===== src/design/znc_pkg.sv =====
// ----------------------------------------------------------------------------
// znc_pkg
// Types and opcode constants of the Z80 instruction NOP count decoder.
// ----------------------------------------------------------------------------
`default_nettype none

package znc_pkg;

  // Prefix bytes
  localparam logic [7:0] OP_CB = 8'hCB;
  localparam logic [7:0] OP_DD = 8'hDD;
  localparam logic [7:0] OP_ED = 8'hED;
  localparam logic [7:0] OP_FD = 8'hFD;

  // Opcodes with timing of their own
  localparam logic [7:0] OP_DJNZ    = 8'h10;
  localparam logic [7:0] OP_LD_M_N  = 8'h36;
  localparam logic [7:0] OP_HALT    = 8'h76;
  localparam logic [7:0] OP_JP      = 8'hC3;
  localparam logic [7:0] OP_RET     = 8'hC9;
  localparam logic [7:0] OP_CALL    = 8'hCD;
  localparam logic [7:0] OP_EX_SP   = 8'hE3;
  localparam logic [7:0] OP_JP_HL   = 8'hE9;
  localparam logic [7:0] OP_EX_DE   = 8'hEB;
  localparam logic [7:0] OP_DI      = 8'hF3;
  localparam logic [7:0] OP_LD_SP   = 8'hF9;
  localparam logic [7:0] OP_EI      = 8'hFB;

  // ED block group: mask and match
  localparam logic [7:0] ED_BLK_MASK  = 8'hE4;
  localparam logic [7:0] ED_BLK_MATCH = 8'hA0;

  // Register index that selects (HL) / (IX+d)
  localparam logic [2:0] REG_MEM = 3'd6;

  // One input beat: the first four instruction bytes
  typedef struct packed {
    logic [7:0] byte_three;
    logic [7:0] byte_two;
    logic [7:0] byte_one;
    logic [7:0] byte_zero;
  } bytes_t;

  // One result beat
  typedef struct packed {
    logic       count_known;
    logic [2:0] nop_count;
  } result_t;

endpackage

`default_nettype wire


===== src/design/znc_in_stage.sv =====
// ----------------------------------------------------------------------------
// znc_in_stage
// Input register: captures one beat of instruction bytes per cycle unless the held beat is stalled.
// ----------------------------------------------------------------------------
`default_nettype none

module znc_in_stage (
  input  wire logic            clk_i,
  input  wire logic            rst_ni,
  input  wire logic            valid_i,
  output logic                 ready_o,
  input  wire znc_pkg::bytes_t data_i,
  output logic                 valid_o,
  input  wire logic            ready_i,
  output znc_pkg::bytes_t      data_o
);
  import znc_pkg::*;

  logic   valid_q;
  logic   valid_d;
  bytes_t data_q;

  // Take a beat when empty or when the held one moves on
  assign ready_o = !valid_q || ready_i;
  assign valid_d = ready_o ? valid_i : valid_q;

  always_ff @(posedge clk_i or negedge rst_ni) begin
    if (!rst_ni) begin
      valid_q <= 1'b0;
    end else begin
      valid_q <= valid_d;
    end
  end

  // Payload, no reset
  always_ff @(posedge clk_i) begin
    if (ready_o && valid_i) begin
      data_q <= data_i;
    end
  end

  assign valid_o = valid_q;
  assign data_o  = data_q;

endmodule

`default_nettype wire


===== src/design/znc_decode.sv =====
// ----------------------------------------------------------------------------
// znc_decode
// Combinational decode of instruction bytes into a duration in NOP units.
// ----------------------------------------------------------------------------
`default_nettype none

module znc_decode (
  input  wire znc_pkg::bytes_t bytes_i,
  output znc_pkg::result_t     result_o
);
  import znc_pkg::*;

  // CB page
  function automatic logic [2:0] cb_count(input logic [7:0] op);
    logic [2:0] n;
    if (op[2:0] != REG_MEM) n = 3'd2;
    else if (op[7:6] == 2'b01) n = 3'd3;
    else n = 3'd4;
    return n;
  endfunction

  // ED page; repeating block forms are unknown
  function automatic logic [2:0] ed_count(input logic [7:0] op);
    logic [2:0] n;
    if (op[7:6] == 2'b01) begin
      unique case (op[2:0]) inside
        3'd0, 3'd1, 3'd2, 3'd5: n = 3'd4;
        3'd3:                   n = 3'd6;
        3'd4, 3'd6:             n = 3'd2;
        default: begin
          if (!op[5]) n = 3'd3;
          else if (!op[4]) n = 3'd5;
          else n = 3'd2;
        end
      endcase
    end else if ((op & ED_BLK_MASK) == ED_BLK_MATCH) begin
      if (op[4]) n = 3'd0;
      else n = (op[1:0] == 2'd1) ? 3'd4 : 3'd5;
    end else begin
      n = 3'd2;
    end
    return n;
  endfunction

  // DD/FD page; op is the byte after the prefix
  function automatic logic [2:0] index_count(input logic [7:0] op, input logic [7:0] cb_op);
    logic [2:0] n;
    logic [2:0] lo;
    logic [2:0] mid;
    lo  = op[2:0];
    mid = op[5:3];
    if (op == OP_DD || op == OP_FD || op == OP_ED) begin
      n = 3'd1;
    end else if (op == OP_CB) begin
      n = (cb_op[7:6] == 2'b01) ? 3'd6 : 3'd7;
    end else begin
      unique case (op[7:6])
        2'b00: begin
          unique case (lo) inside
            3'd1:       n = 3'd4;
            3'd2:       n = (op[5:4] == 2'd2) ? 3'd6 : 3'd0;
            3'd3:       n = 3'd3;
            3'd4, 3'd5: n = (mid == REG_MEM) ? 3'd6 : 3'd2;
            3'd6:       n = (mid == REG_MEM) ? 3'd6 : 3'd3;
            default:    n = 3'd0;
          endcase
        end
        2'b01: n = (mid == REG_MEM || lo == REG_MEM) ? 3'd5 : 3'd2;
        2'b10: n = (lo == REG_MEM) ? 3'd5 : 3'd2;
        default: begin
          unique case (lo) inside
            3'd1: begin
              if (!op[3]) n = 3'd4;
              else if (op == OP_JP_HL) n = 3'd2;
              else if (op == OP_LD_SP) n = 3'd3;
              else n = 3'd0;
            end
            3'd3:    n = (op == OP_EX_SP) ? 3'd7 : 3'd0;
            3'd5:    n = !op[3] ? 3'd5 : 3'd0;
            default: n = 3'd0;
          endcase
        end
      endcase
    end
    return n;
  endfunction

  // Unprefixed page; JR cc, DJNZ, RET cc and CALL cc are unknown
  function automatic logic [2:0] main_count(input logic [7:0] op);
    logic [2:0] n;
    logic [2:0] lo;
    logic [2:0] mid;
    lo  = op[2:0];
    mid = op[5:3];
    unique case (op[7:6])
      2'b00: begin
        unique case (lo) inside
          3'd0: begin
            if (op[5]) n = 3'd0;                        // JR cc
            else if (op[4]) n = (op == OP_DJNZ) ? 3'd0 : 3'd3;
            else n = 3'd1;
          end
          3'd1: n = 3'd3;
          3'd2: begin
            unique case (op[5:4])
              2'd2:    n = 3'd5;
              2'd3:    n = 3'd4;
              default: n = 3'd2;
            endcase
          end
          3'd3:       n = 3'd2;
          3'd4, 3'd5: n = (mid == REG_MEM) ? 3'd3 : 3'd1;
          3'd6:       n = (op == OP_LD_M_N) ? 3'd3 : 3'd2;
          default:    n = 3'd1;
        endcase
      end
      2'b01: begin
        if (op == OP_HALT) n = 3'd1;
        else n = (mid == REG_MEM || lo == REG_MEM) ? 3'd2 : 3'd1;
      end
      2'b10: n = (lo == REG_MEM) ? 3'd2 : 3'd1;
      default: begin
        unique case (lo)
          3'd0: n = 3'd0;                               // RET cc
          3'd1: begin
            if (!op[3]) n = 3'd3;
            else if (op == OP_RET) n = 3'd3;
            else if (op == OP_LD_SP) n = 3'd2;
            else n = 3'd1;                              // EXX, JP (HL)
          end
          3'd2: n = 3'd3;
          3'd3: begin
            if (op[5:4] == 2'b01) n = 3'd3;
            else if (op == OP_JP) n = 3'd3;
            else if (op == OP_EX_SP) n = 3'd6;
            else if (op == OP_EX_DE || op == OP_DI || op == OP_EI) n = 3'd1;
            else n = 3'd0;
          end
          3'd4: n = 3'd0;                               // CALL cc
          3'd5: begin
            if (!op[3]) n = 3'd4;
            else n = (op == OP_CALL) ? 3'd5 : 3'd0;
          end
          3'd6:    n = 3'd2;
          default: n = 3'd4;
        endcase
      end
    endcase
    return n;
  endfunction

  logic [2:0] count;

  // Page select on the first byte
  always_comb begin
    unique case (bytes_i.byte_zero)
      OP_CB:        count = cb_count(bytes_i.byte_one);
      OP_DD, OP_FD: count = index_count(bytes_i.byte_one, bytes_i.byte_three);
      OP_ED:        count = ed_count(bytes_i.byte_one);
      default:      count = main_count(bytes_i.byte_zero);
    endcase
  end

  // Displacement byte plays no part in the duration
  assign result_o.nop_count   = count;
  assign result_o.count_known = (count != 3'd0);

endmodule

`default_nettype wire


===== src/design/znc_out_stage.sv =====
// ----------------------------------------------------------------------------
// znc_out_stage
// Result register: holds one decoded beat until the sink takes it.
// ----------------------------------------------------------------------------
`default_nettype none

module znc_out_stage (
  input  wire logic             clk_i,
  input  wire logic             rst_ni,
  input  wire logic             valid_i,
  output logic                  ready_o,
  input  wire znc_pkg::result_t result_i,
  output logic                  valid_o,
  input  wire logic             ready_i,
  output logic [7:0]            tdata_o
);
  import znc_pkg::*;

  logic    valid_q;
  logic    valid_d;
  result_t result_q;

  // Load when empty or when the sink takes the held beat
  assign ready_o = !valid_q || ready_i;
  assign valid_d = ready_o ? valid_i : valid_q;

  always_ff @(posedge clk_i or negedge rst_ni) begin
    if (!rst_ni) begin
      valid_q <= 1'b0;
    end else begin
      valid_q <= valid_d;
    end
  end

  always_ff @(posedge clk_i) begin
    if (ready_o && valid_i) begin
      result_q <= result_i;
    end
  end

  // Pack: nop_count in [2:0], count_known in [3], zero pad above
  assign valid_o = valid_q;
  assign tdata_o = {4'b0000, result_q.count_known, result_q.nop_count};

endmodule

`default_nettype wire


===== src/design/z80_instruction_nop_count.sv =====
// ----------------------------------------------------------------------------
// z80_instruction_nop_count
// Z80 instruction duration decoder, in NOP units.
// ----------------------------------------------------------------------------
// Send the first four bytes of an instruction as one input beat; one result
// beat comes back for it, and a new beat is taken every cycle while the
// output is not stalled. Each beat passes through the input register and
// the result register with the decode logic between them;
// tready on the input side follows m_axis_tready_i combinationally through
// both stages. Durations that depend on flags or repeat counts (JR cc, DJNZ,
// RET cc, CALL cc, repeating block instructions) and DD/FD forms outside the table
// come back as count 0 with the known bit low. Nothing is stored between
// instructions.
// ----------------------------------------------------------------------------
`default_nettype none

module z80_instruction_nop_count (
  input  wire logic        clk_i,
  input  wire logic        rst_ni,
  input  wire logic        s_axis_tvalid_i,
  output logic             s_axis_tready_o,
  // [7:0] byte_zero, [15:8] byte_one, [23:16] byte_two, [31:24] byte_three
  input  wire logic [31:0] s_axis_tdata_i,
  output logic             m_axis_tvalid_o,
  input  wire logic        m_axis_tready_i,
  // [2:0] nop_count, [3] count_known, [7:4] zero
  output logic [7:0]       m_axis_tdata_o
);
  import znc_pkg::*;

  bytes_t  in_bytes;
  bytes_t  reg_bytes;
  result_t dec_result;
  logic    reg_valid;
  logic    out_ready;

  assign in_bytes = bytes_t'(s_axis_tdata_i);

  // Input register
  znc_in_stage u_in (
    .clk_i   (clk_i),
    .rst_ni  (rst_ni),
    .valid_i (s_axis_tvalid_i),
    .ready_o (s_axis_tready_o),
    .data_i  (in_bytes),
    .valid_o (reg_valid),
    .ready_i (out_ready),
    .data_o  (reg_bytes)
  );

  // Decode
  znc_decode u_dec (
    .bytes_i  (reg_bytes),
    .result_o (dec_result)
  );

  // Result register
  znc_out_stage u_out (
    .clk_i    (clk_i),
    .rst_ni   (rst_ni),
    .valid_i  (reg_valid),
    .ready_o  (out_ready),
    .result_i (dec_result),
    .valid_o  (m_axis_tvalid_o),
    .ready_i  (m_axis_tready_i),
    .tdata_o  (m_axis_tdata_o)
  );

endmodule

`default_nettype wire


===== config.mk =====
export PLATFORM = sky130hd
export DESIGN_NAME = z80_instruction_nop_count
export DESIGN_NICKNAME = d
export VERILOG_FILES = /design/src/design/znc_pkg.sv /design/src/design/znc_in_stage.sv /design/src/design/znc_decode.sv /design/src/design/znc_out_stage.sv /design/src/design/z80_instruction_nop_count.sv
export SDC_FILE = /design/constraint.sdc
export NUM_CORES = 1
export LEC_CHECK = 0
export CORE_UTILIZATION = 55
export DETAILED_ROUTE_END_ITERATION = 10
export DONT_BUFFER_PORTS = 1
export PLACE_DENSITY = 0.7
export SLEW_MARGIN = 20
export SYNTH_ARGS = -nofsm -noshare
export SYNTH_HDL_FRONTEND = slang
export SYNTH_SLANG_ARGS = --single-unit

===== constraint.sdc =====
create_clock -name clk_i -period 3.85 [get_ports clk_i]
set_input_delay 0.1925 -clock clk_i [delete_from_list [all_inputs] [get_ports clk_i]]
set_output_delay 0.1925 -clock clk_i [all_outputs]
set_load 0.01 [all_outputs]

==> results of run 1 <==
area by class of cell:
type | count | area share (%)
clock inverter | 1 | 1.579
tap | 31 | 2.039
sequential | 24 | 37.37
clock buffer | 3 | 1.184
multi-input combinational | 128 | 45.92
timing repair buffer | 20 | 10.53
inverter | 7 | 1.382
cells by family after synthesis:
kind of cell / share of synthesized area (%)
simple gates: 25.20
compound gates: 22.79
flops: 41.49
buf+inv: 8.181
xor+xnor: 1.534
mux: 0.5844
other cells: 0.2189
how the worst max path moves through the flow:
| stage | cells after the start | from | to | slack, ns |
|---|---|---|---|---|
| after global placement | 6 | u_in.data_o[4]$_DFFE_PP_ | u_out.tdata_o[3]$_DFFE_PP_ | 1.47 |
| final | 6 | u_in.data_o[1]$_DFFE_PP_ | u_out.tdata_o[3]$_DFFE_PP_ | 1.45 |
| after CTS | 6 | u_in.data_o[4]$_DFFE_PP_ | u_out.tdata_o[3]$_DFFE_PP_ | 1.46 |
| after global routing | 6 | u_in.data_o[1]$_DFFE_PP_ | u_out.tdata_o[3]$_DFFE_PP_ | 1.33 |
| after floorplan | 7 | u_in.data_o[3]$_DFFE_PP_ | u_out.tdata_o[3]$_DFFE_PP_ | 1.74 |
| after detailed placement | 6 | u_in.data_o[4]$_DFFE_PP_ | u_out.tdata_o[3]$_DFFE_PP_ | 1.48 |
power groups by stage:
stage / Combinational (W) / Sequential, W / Clock (W)
2_1_floorplan: 0.0000906 / 0.000325 / 0
3_3_place_gp: 0.0000748 / 0.000348 / 0
3_5_place_dp: 0.0000758 / 0.000349 / 0
4_1_cts: 0.0000919 / 0.000343 / 0.000179
5_1_grt: 0.000102 / 0.000348 / 0.000189
6_report: 0.0000930 / 0.000344 / 0.000176
flip-flops by register name, summed over array words and instances, names as in the netlist:
register       flops
u_out.valid_o      1
u_in.valid_o       1
u_out.tdata_o      4
u_in.data_o       18
stage by stage:
step           utilization, %  setup slack (ns)  std cells  power [W]  instance area [µm²]
6_report                66.67             1.452        214  0.0006136                 1902
2_1_floorplan               -             1.738        176  0.0004160                 1724
3_5_place_dp            57.81             1.477        190  0.0004249                 1649
5_1_grt                 66.67             1.328        214  0.0006392                 1902
4_1_cts                 66.67             1.464        214  0.0006143                 1902
3_3_place_gp            57.81             1.475        190  0.0004228                 1649
layout by cell type (no fill, tap or decap), types with 3 or more instances in the layout:
master         Yosys  final
dlygate4sd3_1      0     20
edfxtp_1          22     22
nand2_1           13     13
clkbuf_4           0      3
o22ai_1            3      3
a21oi_1            5      5
nor4b_1            3      3
a31oi_1            4      4
nand2b_1           8      8
inv_1              7      7
nand3_1            3      3
nand3b_1           5      5
nand4b_1           4      4
nor3b_1            3      3
a211oi_1           3      3
conb_1             1      4
or3_1              3      3
nor2_1            10     10
o221ai_1           3      3
nor2b_1            5      5
o21ai_0            5      5
worst register-to-register path: stages, from the launching register on:
cell and delay [ns]:
edfxtp_1 0.63, and2b_4 0.28, and4b_1 0.22, nor4b_1 0.16
a2111oi_2 0.36, o221ai_2 0.17, or3_1 0.35
per-layer routing:
layer	GRT usage (%)	wire length (µm)	share of wire [%]	vias up
met5	0	0	0	-
met4	7.823	44	1.3	0
met3	4.241	162	4.9	6
met2	32.68	1564	47	54
met1	28.22	1552	47	644
li1	-	-	-	679
==> out/metrics.yaml, run 1 <==
critical_path:
  r2r_slack_ns: 1.45
  worstPathMaxFanout: 15
  path_class: "register to register"
  timing.rr.start: "u_in.data_o[1]$_DFFE_PP_"
  cp_slowest_cell: "edfxtp_1"
  crit_path_end_kind: "register"
  critical_path_arrival_ns: 2.47
  slowest_delay_ns: 0.63
  path_cells: "and2b_4, and4b_1, nor4b_1, a2111oi_2, o221ai_2, or3_1"
  timing.rr.end: "u_out.tdata_o[3]$_DFFE_PP_"
  reg2reg_depth: 6
  cpLargestDelayFamily: "simple AND/OR/NAND/NOR gates"
  cp-start-kind: "register"
  worstPathRequired_ns: 3.93
  critPathBufInv: 0
timing:
  setup-tns-final_ns: 0
  maxSlewViolCount: 0
  tightest_slew_ns: 0.7470
  rsz0062_at_grt: "no"
  fmax_mhz: 417.0
  fin_crit_ns: 2.398
  fin_crit_sh_pct: 62.28
  hold_viol: 0
  maxSlewHeadroom_pct: 50.20
  fin_hold_ws_ns: 0.05939
  skew_ns: 0.006431
  finalSetupViolations: 0
floorplanning:
  num_io_pins: 46
  die_y_um: 57.81
  dieWidth_um: 57.81
  rows: 19
  die_area_um2: 3341
  start_util_pct: 60.04
  core_area_um2: 2853
routing:
  num_vias: 1383
  wire_per_inst_um: 15.53
  wirelength_um: 3323
  ant_nets: 0
  first_iter_violations: 100
  viasPerCell: 6.463
  first_pass_iters: 6
  drc: 0
power:
  switchingPower_w: 0.0001506
  clockPowerShare_pct: 28.7
  power_frac_seq_pct: 56.1
  cell_internal_pwr_w: 0.0004630
  peakVddDrop_v: 0.0002516
  combinationalPowerShare_pct: 15.2
  power.leakage_nw: 0.6585
  powerDensity_nw_per_um2: 322.6
  swShare_pct: 24.54
job:
  drv_cap: 0
min_path:
  min_path_cells: 2
  hp-class: "input port to register"
  hold_start: "m_axis_tready_i"
  worstHoldEndpoint: "u_out.valid_o$_DFFE_PN0P_"
final_layout:
  nFillCells: 229
  nNetsFinal: 220
  diodes: 0
  ff_latch_area_um2: 710.7
  layout-drive-gt1-share_pct: 6.011
  multi_input_area_um2: 873.3
  synthToLayoutAreaGrowth_pct: 11.03
clocking:
  cts_tree: "yes"
  clock_sinks: 24
  cts_root_buffer: "clkbuf_4"
  ctsLongestPathBuffers: 2
  numCtsBuffers: 3
  hold_buffers: 20
  cts-resized-gates: 0
  clk_pin_slew_worst_paths_ns: 0.13
  clock_latency_ns: 0.31
  cts_setup_buffers: 0
  htree_levels: 1
global_route:
  grt_first_pass_wirelength_um: 5361
  antenna_found_initial: 0
  track_usage_pct: 20.69
  globalRouteOverflowTotal: 0
  grt_max_degree: 19
  grt_pass1_vias: 1220
logic_synthesis:
  yosys.cell_count.top_type: "edfxtp_1"
  ys_types: 58
  syn_avg_cell_area_um2: 9.901
  synth_edf_count: 22
  synth.top_cell.area_share_pct: 38.57
  synthCells: 173
  syn_area_um2: 1713
  ys_ff_latch: 24
  ys.flop_type: "edfxtp_1"
  synth.area.top_cells: "edfxtp_1 39%, dfrtp_1 2.9%, nand2b_1 2.9%, nand2_1 2.8%, buf_4 2.2%"
  synthArstFlopShare_pct: 8.333
  ys_seq_area_share_pct: 41.49
  synth_top_cells_by_count: "22 x edfxtp_1, 13 x nand2_1, 10 x nor2_1"
  yosys.area.top_type: "edfxtp_1"
  ys_warn_count: 0
placement:
  gp_congestion: 0.8571
  numPortBuffers: 0
  dp_hpwl_um: 2235
outcome:
  status: "complete, no violations"
(Power assumes the default switching activity.)
==> inputs of run 2 (changes only) <==
clock period = 2.45 ns   (was 3.85 ns; I/O delays follow)
==> run 2 against run 1 <==
Compared with the run above:
- the flow now finishes with violations (DRC)
- die area unchanged
- sequential power increased by 53%
- sequential cell count unchanged
- maximum frequency increased by 3.2%
- via count increased by 7.7%
- non-clock buffer count increased by 20
- clock power increased by 60%
- clock-buffer cell count unchanged
- critical path type unchanged
- critical endpoint unchanged
- largest cell class unchanged
- largest power group unchanged
- highest routed layer unchanged
==> out/metrics.yaml, run 2 (synthesized netlist as in run 1, its figures left out) <==
timing:
  tightest_slew_ns: 0.7542  # was 0.7470 ns
  fin_crit_ns: 2.324  # was 2.398 ns
  setup-tns-final_ns: 0  # unchanged
  fin_crit_sh_pct: 94.85  # was 62.28%
  maxSlewHeadroom_pct: 49.72  # was 50.20%
  hold_viol: 0  # unchanged
  fmax_mhz: 430.3  # was 417.0 MHz
  maxSlewViolCount: 0  # unchanged
  finalSetupViolations: 0  # unchanged
  rsz0062_at_grt: "no"  # unchanged
  skew_ns: 0.005425  # was 0.006431 ns
critical_path:
  cp-start-kind: "register"  # unchanged
  path_class: "register to register"  # unchanged
  critical_path_arrival_ns: 2.39  # was 2.47 ns
  worstPathRequired_ns: 2.52  # was 3.93 ns
  r2r_slack_ns: 0.13  # was 1.45 ns
  reg2reg_depth: 7  # was 6
  critPathBufInv: 1  # was 0
  path_cells: "buf_4, o21ba_2, o221ai_1, o311ai_1, a2111oi_2, o221ai_2, or3_1"  # was and2b_4, and4b_1, nor4b_1, a2111oi_2, o221ai_2, or3_1
  cp_slowest_cell: "edfxtp_1"  # unchanged
  slowest_delay_ns: 0.54  # was 0.63 ns
  crit_path_end_kind: "register"  # unchanged
  worstPathMaxFanout: 9  # was 15
  timing.rr.end: "u_out.tdata_o[3]$_DFFE_PP_"  # unchanged
  cpLargestDelayFamily: "compound AO/OA/AOI/OAI gates"  # was simple AND/OR/NAND/NOR gates
  timing.rr.start: "u_in.data_o[1]$_DFFE_PP_"  # unchanged
clocking:
  ctsLongestPathBuffers: 2  # unchanged
  cts_tree: "yes"  # unchanged
  numCtsBuffers: 3  # unchanged
  clk_pin_slew_worst_paths_ns: 0.13  # about the same
  clock_sinks: 24  # unchanged
  cts_root_buffer: "clkbuf_4"  # unchanged
  htree_levels: 1  # unchanged
  clock_latency_ns: 0.31  # about the same
final_layout:
  largest_reg_flops: 18  # unchanged
  final_area_um2: 2061  # was 1902 µm²
  layout-drive-gt1-share_pct: 15.27  # was 6.011%
  layout_commonest_cell: "edfxtp_1"  # unchanged
  diodes: 0  # unchanged
  final_cells: 234  # was 214
  nNetsFinal: 240  # was 220
  final_cell_mix: "22 x edfxtp_1, 21 x dlygate4sd3_1, 19 x buf_4, 13 x nand2_1, 10 x nor2_1"  # was 22 x edfxtp_1, 20 x dlygate4sd3_1, 13 x nand2_1, 10 x nor2_1, 8 x nand2b_1
  synthToLayoutAreaGrowth_pct: 20.31  # was 11.03%
floorplanning:
  rows: 19  # unchanged
  die_y_um: 57.81  # unchanged
  num_io_pins: 46  # unchanged
  dieWidth_um: 57.81  # unchanged
  die_area_um2: 3341  # unchanged
  start_util_pct: 60.04  # unchanged
  core_area_um2: 2853  # unchanged
global_route:
  grt_pass1_vias: 1390  # was 1220
  antenna_found_initial: 0  # unchanged
  globalRouteOverflowTotal: 0  # unchanged
  track_usage_pct: 25.10  # was 20.69%
  grt_max_degree: 19  # unchanged
  grt_first_pass_wirelength_um: 6451  # was 5361 µm
power:
  power.leakage_nw: 0.7554  # was 0.6585 nW
  p_total_w: 0.001004  # was 0.0006136 W
  powerDensity_nw_per_um2: 487.0  # was 322.6 nW/µm²
  peakVddDrop_v: 0.0003947  # was 0.0002516 V
routing:
  wirelength_um: 3977  # was 3323 µm
  first_iter_violations: 108  # was 100
  wire_per_inst_um: 17.00  # was 15.53 µm
  viasPerCell: 6.363  # was 6.463
  drc: 1  # was 0
  num_vias: 1489  # was 1383
  ant_nets: 0  # unchanged
  first_pass_iters: 8  # was 6
placement:
  gp_congestion: 0.8465  # was 0.8571
  numPortBuffers: 0  # unchanged
  placed_area_um2: 1739  # was 1649 µm²
  dp_hpwl_um: 2547  # was 2235 µm
  dp.cells: 202  # was 190
job:
  drv_cap: 0  # unchanged
min_path:
  hp-class: "input port to asynchronous set/reset pin"  # was input port to register
outcome:
  status: "finished with violations"  # was complete, no violations
  violations: "DRC"
run 2: cell count changes in the layout (fill, tap and decap cells not counted), sizes merged:
cell / previous run / this run
buf: 0 / 19
dlygate4sd3: 20 / 21
run 2: worst max path at each step:
stage	from	to	slack, ns	cells after the start
after floorplan	u_in.data_o[3]$_DFFE_PP_	u_out.tdata_o[3]$_DFFE_PP_	0.34	7
after global placement	u_in.data_o[4]$_DFFE_PP_	u_out.tdata_o[3]$_DFFE_PP_	0.14	6
after detailed placement	u_in.data_o[4]$_DFFE_PP_	u_out.tdata_o[3]$_DFFE_PP_	0.12	6
after CTS	u_in.data_o[4]$_DFFE_PP_	u_out.tdata_o[3]$_DFFE_PP_	0.11	6
after global routing	u_in.data_o[4]$_DFFE_PP_	u_out.tdata_o[3]$_DFFE_PP_	0.003	6
final	u_in.data_o[1]$_DFFE_PP_	u_out.tdata_o[3]$_DFFE_PP_	0.13	7
run 2: through the flow:
| stage | worst slack (ns) | util, % | hold WS, ns |
|---|---|---|---|
| 3_5_place_dp | 0.1181 | 60.96 | -0.1730 |
| 3_3_place_gp | 0.1359 | 60.96 | -0.1730 |
| 2_1_floorplan | 0.3385 | - | -0.1731 |
| 5_1_grt | 0.003005 | 72.24 | 0.01264 |
| 6_report | 0.1262 | 72.24 | 0.02329 |
| 4_1_cts | 0.1109 | 70.18 | 0.01851 |
run 2: final cells by class:
| cell class | instances | area (µm²) |
|---|---|---|
| clock inverters | 1 | 30.03 |
| repair buffers | 40 | 352.8 |
| multi-input cells | 128 | 879.6 |
| fillers | 198 | 792.0 |
| inverters | 7 | 26.28 |
| clock buffers | 3 | 22.52 |
| well taps | 31 | 38.79 |
| flip-flops and latches | 24 | 710.7 |
run 2: repair_timing:
item | in CTS | in global routing
setup endpoints to repair | 0 | 1
hold endpoints to repair | 22 | 0
gates resized for setup | 0 | 1
buffers inserted | 0 | 7
hold buffers | 21 | 0
run 2: metal layers:
layer	GRT usage, %	routed length [µm]
met3	3.571	230
met4	5.102	36
met2	43.68	1998
met1	33.58	1712
met5	0	0
run 2: where the power goes:
group          total, W  switching, W  internal, W
sequential     0.000528     0.0000444     0.000484
combinational  0.000194     0.0000928     0.000102
clock          0.000281      0.000116     0.000165
==> inputs of run 3 (changes only) <==
ABC_AREA = 1   (was unset)
==> run 3 against run 2 <==
Compared with the run above:
- the run now ends clean
- sequential cell count stayed put
- power is 0.80% lower
- first-iteration DRC count is 25% lower
- clock-buffer cell count stayed put
- via count is 12% higher
- register-to-register slack better by 0.55 ns
- critical path depth is 2 higher
==> out/metrics.yaml, run 3 <==
outcome:
  status: "complete, no violations"  # was finished with violations
final_layout:
  synthToLayoutAreaGrowth_pct: 16.30  # was 20.31%
  multi_input_area_um2: 874.6  # was 879.6 µm²
  final_area_um2: 2044  # was 2061 µm²
  diodes: 0  # unchanged
  layout_commonest_cell: "nand2_1"  # was edfxtp_1
  nNetsFinal: 322  # was 240
  largest_reg_flops: 18  # unchanged
  layout-drive-gt1-share_pct: 10.18  # was 15.27%
  ff_latch_area_um2: 710.7  # unchanged
  nFillCells: 251  # was 198
  final_cell_mix: "89 x nand2_1, 41 x nor2_1, 30 x nand3_1, 29 x inv_1, 22 x edfxtp_1"  # was 22 x edfxtp_1, 21 x dlygate4sd3_1, 19 x buf_4, 13 x nand2_1, 10 x nor2_1
floorplanning:
  start_util_pct: 57.58  # was 60.04%
  die_area_um2: 3426  # was 3341 µm²
  rows: 20  # was 19
  core_area_um2: 3053  # was 2853 µm²
  num_io_pins: 46  # unchanged
  dieWidth_um: 58.54  # was 57.81 µm
  die_y_um: 58.54  # was 57.81 µm
power:
  power_frac_seq_pct: 53.5  # was 52.6%
  clockPowerShare_pct: 27.4  # was 28.0%
  switchingPower_w: 0.0002684  # was 0.0002531 W
  power.leakage_nw: 0.9931  # was 0.7554 nW
  powerDensity_nw_per_um2: 487.0  # about the same
  swShare_pct: 26.95  # was 25.22%
  peakVddDrop_v: 0.0006825  # was 0.0003947 V
  cell_internal_pwr_w: 0.0007273  # was 0.0007506 W
  combinationalPowerShare_pct: 19.1  # was 19.4%
routing:
  wirelength_um: 3659  # was 3977 µm
  highest_layer: "met4"  # unchanged
  ant_nets: 0  # unchanged
  first_iter_violations: 81  # was 108
  wl_met3_um: 216  # was 230 µm
  drc: 0  # was 1
  wire_per_inst_um: 11.12  # was 17.00 µm
  num_vias: 1675  # was 1489
  viasPerCell: 5.091  # was 6.363
  first_pass_iters: 6  # was 8
  met2_length_um: 1673  # was 1998 µm
  met1_length_um: 1683  # was 1712 µm
logic_synthesis:
  synth_edf_count: 22  # unchanged
  yosys.area.top_type: "edfxtp_1"  # unchanged
  ys_types: 24  # was 58
  syn_avg_cell_area_um2: 6.684  # was 9.901 µm²
  ys_ff_latch: 24  # unchanged
  syn_area_um2: 1758  # was 1713 µm²
  synthCells: 263  # was 173
  ys_seq_area_share_pct: 40.43  # was 41.49%
  synth.area.top_cells: "edfxtp_1 38%, nand2_1 19%, nor2_1 8.8%, nand3_1 8.5%, inv_1 6.2%"  # was edfxtp_1 39%, dfrtp_1 2.9%, nand2b_1 2.9%, nand2_1 2.8%, buf_4 2.2%
  synth.top_cell.area_share_pct: 37.58  # was 38.57%
  ys_warn_count: 0  # unchanged
  yosys.cell_count.top_type: "nand2_1"  # was edfxtp_1
  ys.flop_type: "edfxtp_1"  # unchanged
  synthArstFlopShare_pct: 8.333  # unchanged
  synth_top_cells_by_count: "89 x nand2_1, 41 x nor2_1, 30 x nand3_1"  # was 22 x edfxtp_1, 13 x nand2_1, 10 x nor2_1
clocking:
  clk_pin_slew_worst_paths_ns: 0.12  # was 0.13 ns
  cts_root_buffer: "clkbuf_4"  # unchanged
  clock_latency_ns: 0.30  # was 0.31 ns
  htree_levels: 1  # unchanged
  numCtsBuffers: 3  # unchanged
  cts-resized-gates: 0  # unchanged
  ctsLongestPathBuffers: 2  # unchanged
  cts_tree: "yes"  # unchanged
  clock_sinks: 24  # unchanged
timing:
  fin_crit_sh_pct: 72.52  # was 94.85%
  fmax_mhz: 562.8  # was 430.3 MHz
  setup-tns-final_ns: 0  # unchanged
  tightest_slew_ns: 0.6519  # was 0.7542 ns
  finalSetupViolations: 0  # unchanged
  maxSlewHeadroom_pct: 56.49  # was 49.72%
  fin_crit_ns: 1.777  # was 2.324 ns
  maxSlewViolCount: 0  # unchanged
  rsz0062_at_grt: "no"  # unchanged
  skew_ns: 0.0008585  # was 0.005425 ns
  hold_viol: 0  # unchanged
critical_path:
  cp_common_cell: "nand2_1"
  timing.rr.end: "u_out.tdata_o[3]$_DFFE_PP_"  # unchanged
  endpoint: "u_out.tdata_o[3]$_DFFE_PP_"  # unchanged
  reg2reg_depth: 9  # was 7
  path_cells: "nand2_1, nor2_2, inv_1, o21ai_0, nand2_1, nor2_1, nand2_1, nand2_1, nand3_1"  # was buf_4, o21ba_2, o221ai_1, o311ai_1, a2111oi_2, o221ai_2, or3_1
  cp_slowest_cell: "edfxtp_1"  # unchanged
  crit_start: "u_in.data_o[10]$_DFFE_PP_"  # was u_in.data_o[1]$_DFFE_PP_
  slowest_delay_ns: 0.54  # about the same
  critical_path_arrival_ns: 1.83  # was 2.39 ns
  worstPathRequired_ns: 2.50  # was 2.52 ns
  timing.rr.start: "u_in.data_o[10]$_DFFE_PP_"  # was u_in.data_o[1]$_DFFE_PP_
  path_class: "register to register"  # unchanged
  crit_path_end_kind: "register"  # unchanged
  cp-start-kind: "register"  # unchanged
  r2r_slack_ns: 0.67  # was 0.13 ns
  worstPathMaxFanout: 9  # unchanged
placement:
  placed_area_um2: 1782  # was 1739 µm²
  gp_congestion: 0.8534  # was 0.8465
  dp_hpwl_um: 2635  # was 2547 µm
  numPortBuffers: 0  # unchanged
global_route:
  globalRouteOverflowTotal: 0  # unchanged
  antenna_found_initial: 0  # unchanged
  grt_max_degree: 19  # unchanged
  grt_first_pass_wirelength_um: 6120  # was 6451 µm
  track_usage_pct: 23.49  # was 25.10%
  grt_pass1_vias: 1503  # was 1390
job:
  drv_cap: 0  # unchanged
min_path:
  hp-class: "input port to asynchronous set/reset pin"  # unchanged
run 3: changes by cell type after synthesis, moves of 5 or more:
| cell | change |
|---|---|
| nand2b_1 | -8 |
| nand2_1 | +76 |
| inv_2 | +7 |
| buf_2 | -6 |
| inv_1 | +22 |
| nor2_1 | +31 |
| nand3_1 | +27 |
| nor2_2 | +5 |
| nor2b_1 | -5 |
| nand2_2 | +7 |
run 3: metal layers:
| layer | vias to the layer above | GRT usage (%) |
|---|---|---|
| met3 | 8 | 2.198 |
| met2 | 59 | 39.24 |
| li1 | 871 | - |
| met4 | 0 | 10.88 |
| met5 | - | 0 |
| met1 | 737 | 31.04 |
run 3: cell families after synthesis:
| group | count (synthesis) | share of synthesized area (%) |
|---|---|---|
| AO/OA/AOI/OAI | 15 | 4.769 |
| buffers and inverters | 43 | 10.46 |
| other | 1 | 0.2133 |
| flip-flops | 24 | 40.43 |
| AND/OR/NAND/NOR | 180 | 44.13 |
run 3: worst min-delay path by stage:
stage,start,to,slack [ns],depth (start not counted)
floorplan,rst_ni,u_in.valid_o$_DFFE_PN0N_,-0.17,0
global placement,rst_ni,u_out.valid_o$_DFFE_PN0P_,-0.17,0
detailed placement,rst_ni,u_in.valid_o$_DFFE_PN0N_,-0.17,0
CTS,rst_ni,u_in.valid_o$_DFFE_PN0N_,0.02,1
global route,rst_ni,u_out.valid_o$_DFFE_PN0P_,0.01,1
finish,rst_ni,u_out.valid_o$_DFFE_PN0P_,0.03,1
run 3: area by class of cell:
type	instances	share of cell area, %
Clock inverter	1	1.469
Clock buffer	3	1.102
Timing Repair Buffer	21	10.28
Multi-Input combinational cell	199	42.78
Tap cell	44	2.693
Inverter	37	6.916
Sequential cell	24	34.76
run 3: critical path, delay by kind of cell, from the launching register on:
family          cells  cell delay (ns)
compound gates      1             0.17
buf+inv             1             0.07
flops               1             0.54
simple gates        7             0.75
run 3: power groups by stage:
stage	sequential (W)	combinational (W)	clock, W
2_1_floorplan	0.000528	0.000142	0
3_3_place_gp	0.000541	0.000159	0
3_5_place_dp	0.000540	0.000160	0
4_1_cts	0.000532	0.000186	0.000278
5_1_grt	0.000539	0.000215	0.000294
6_report	0.000533	0.000190	0.000273
run 3: metrics by stage:
step	total power, W	instances	setup slack [ns]	hold WS (ns)	utilization [%]
after CTS	0.0009948	329	0.7076	0.02405	66.97
after floorplan	0.0006701	266	0.9424	-0.1731	-
after detailed placement	0.0006997	304	0.7180	-0.1730	58.36
after global routing	0.001048	329	0.4190	0.01211	66.97
final	0.0009956	329	0.6733	0.03360	66.97
after global placement	0.0006997	304	0.7370	-0.1730	58.36
run 3: what timing repair did:
item | CTS | global route
hold endpoints to repair | 22 | 0
hold buffers | 21 | 0
endpoints found under the setup margin | 0 | 0
setup buffers | 0 | 0
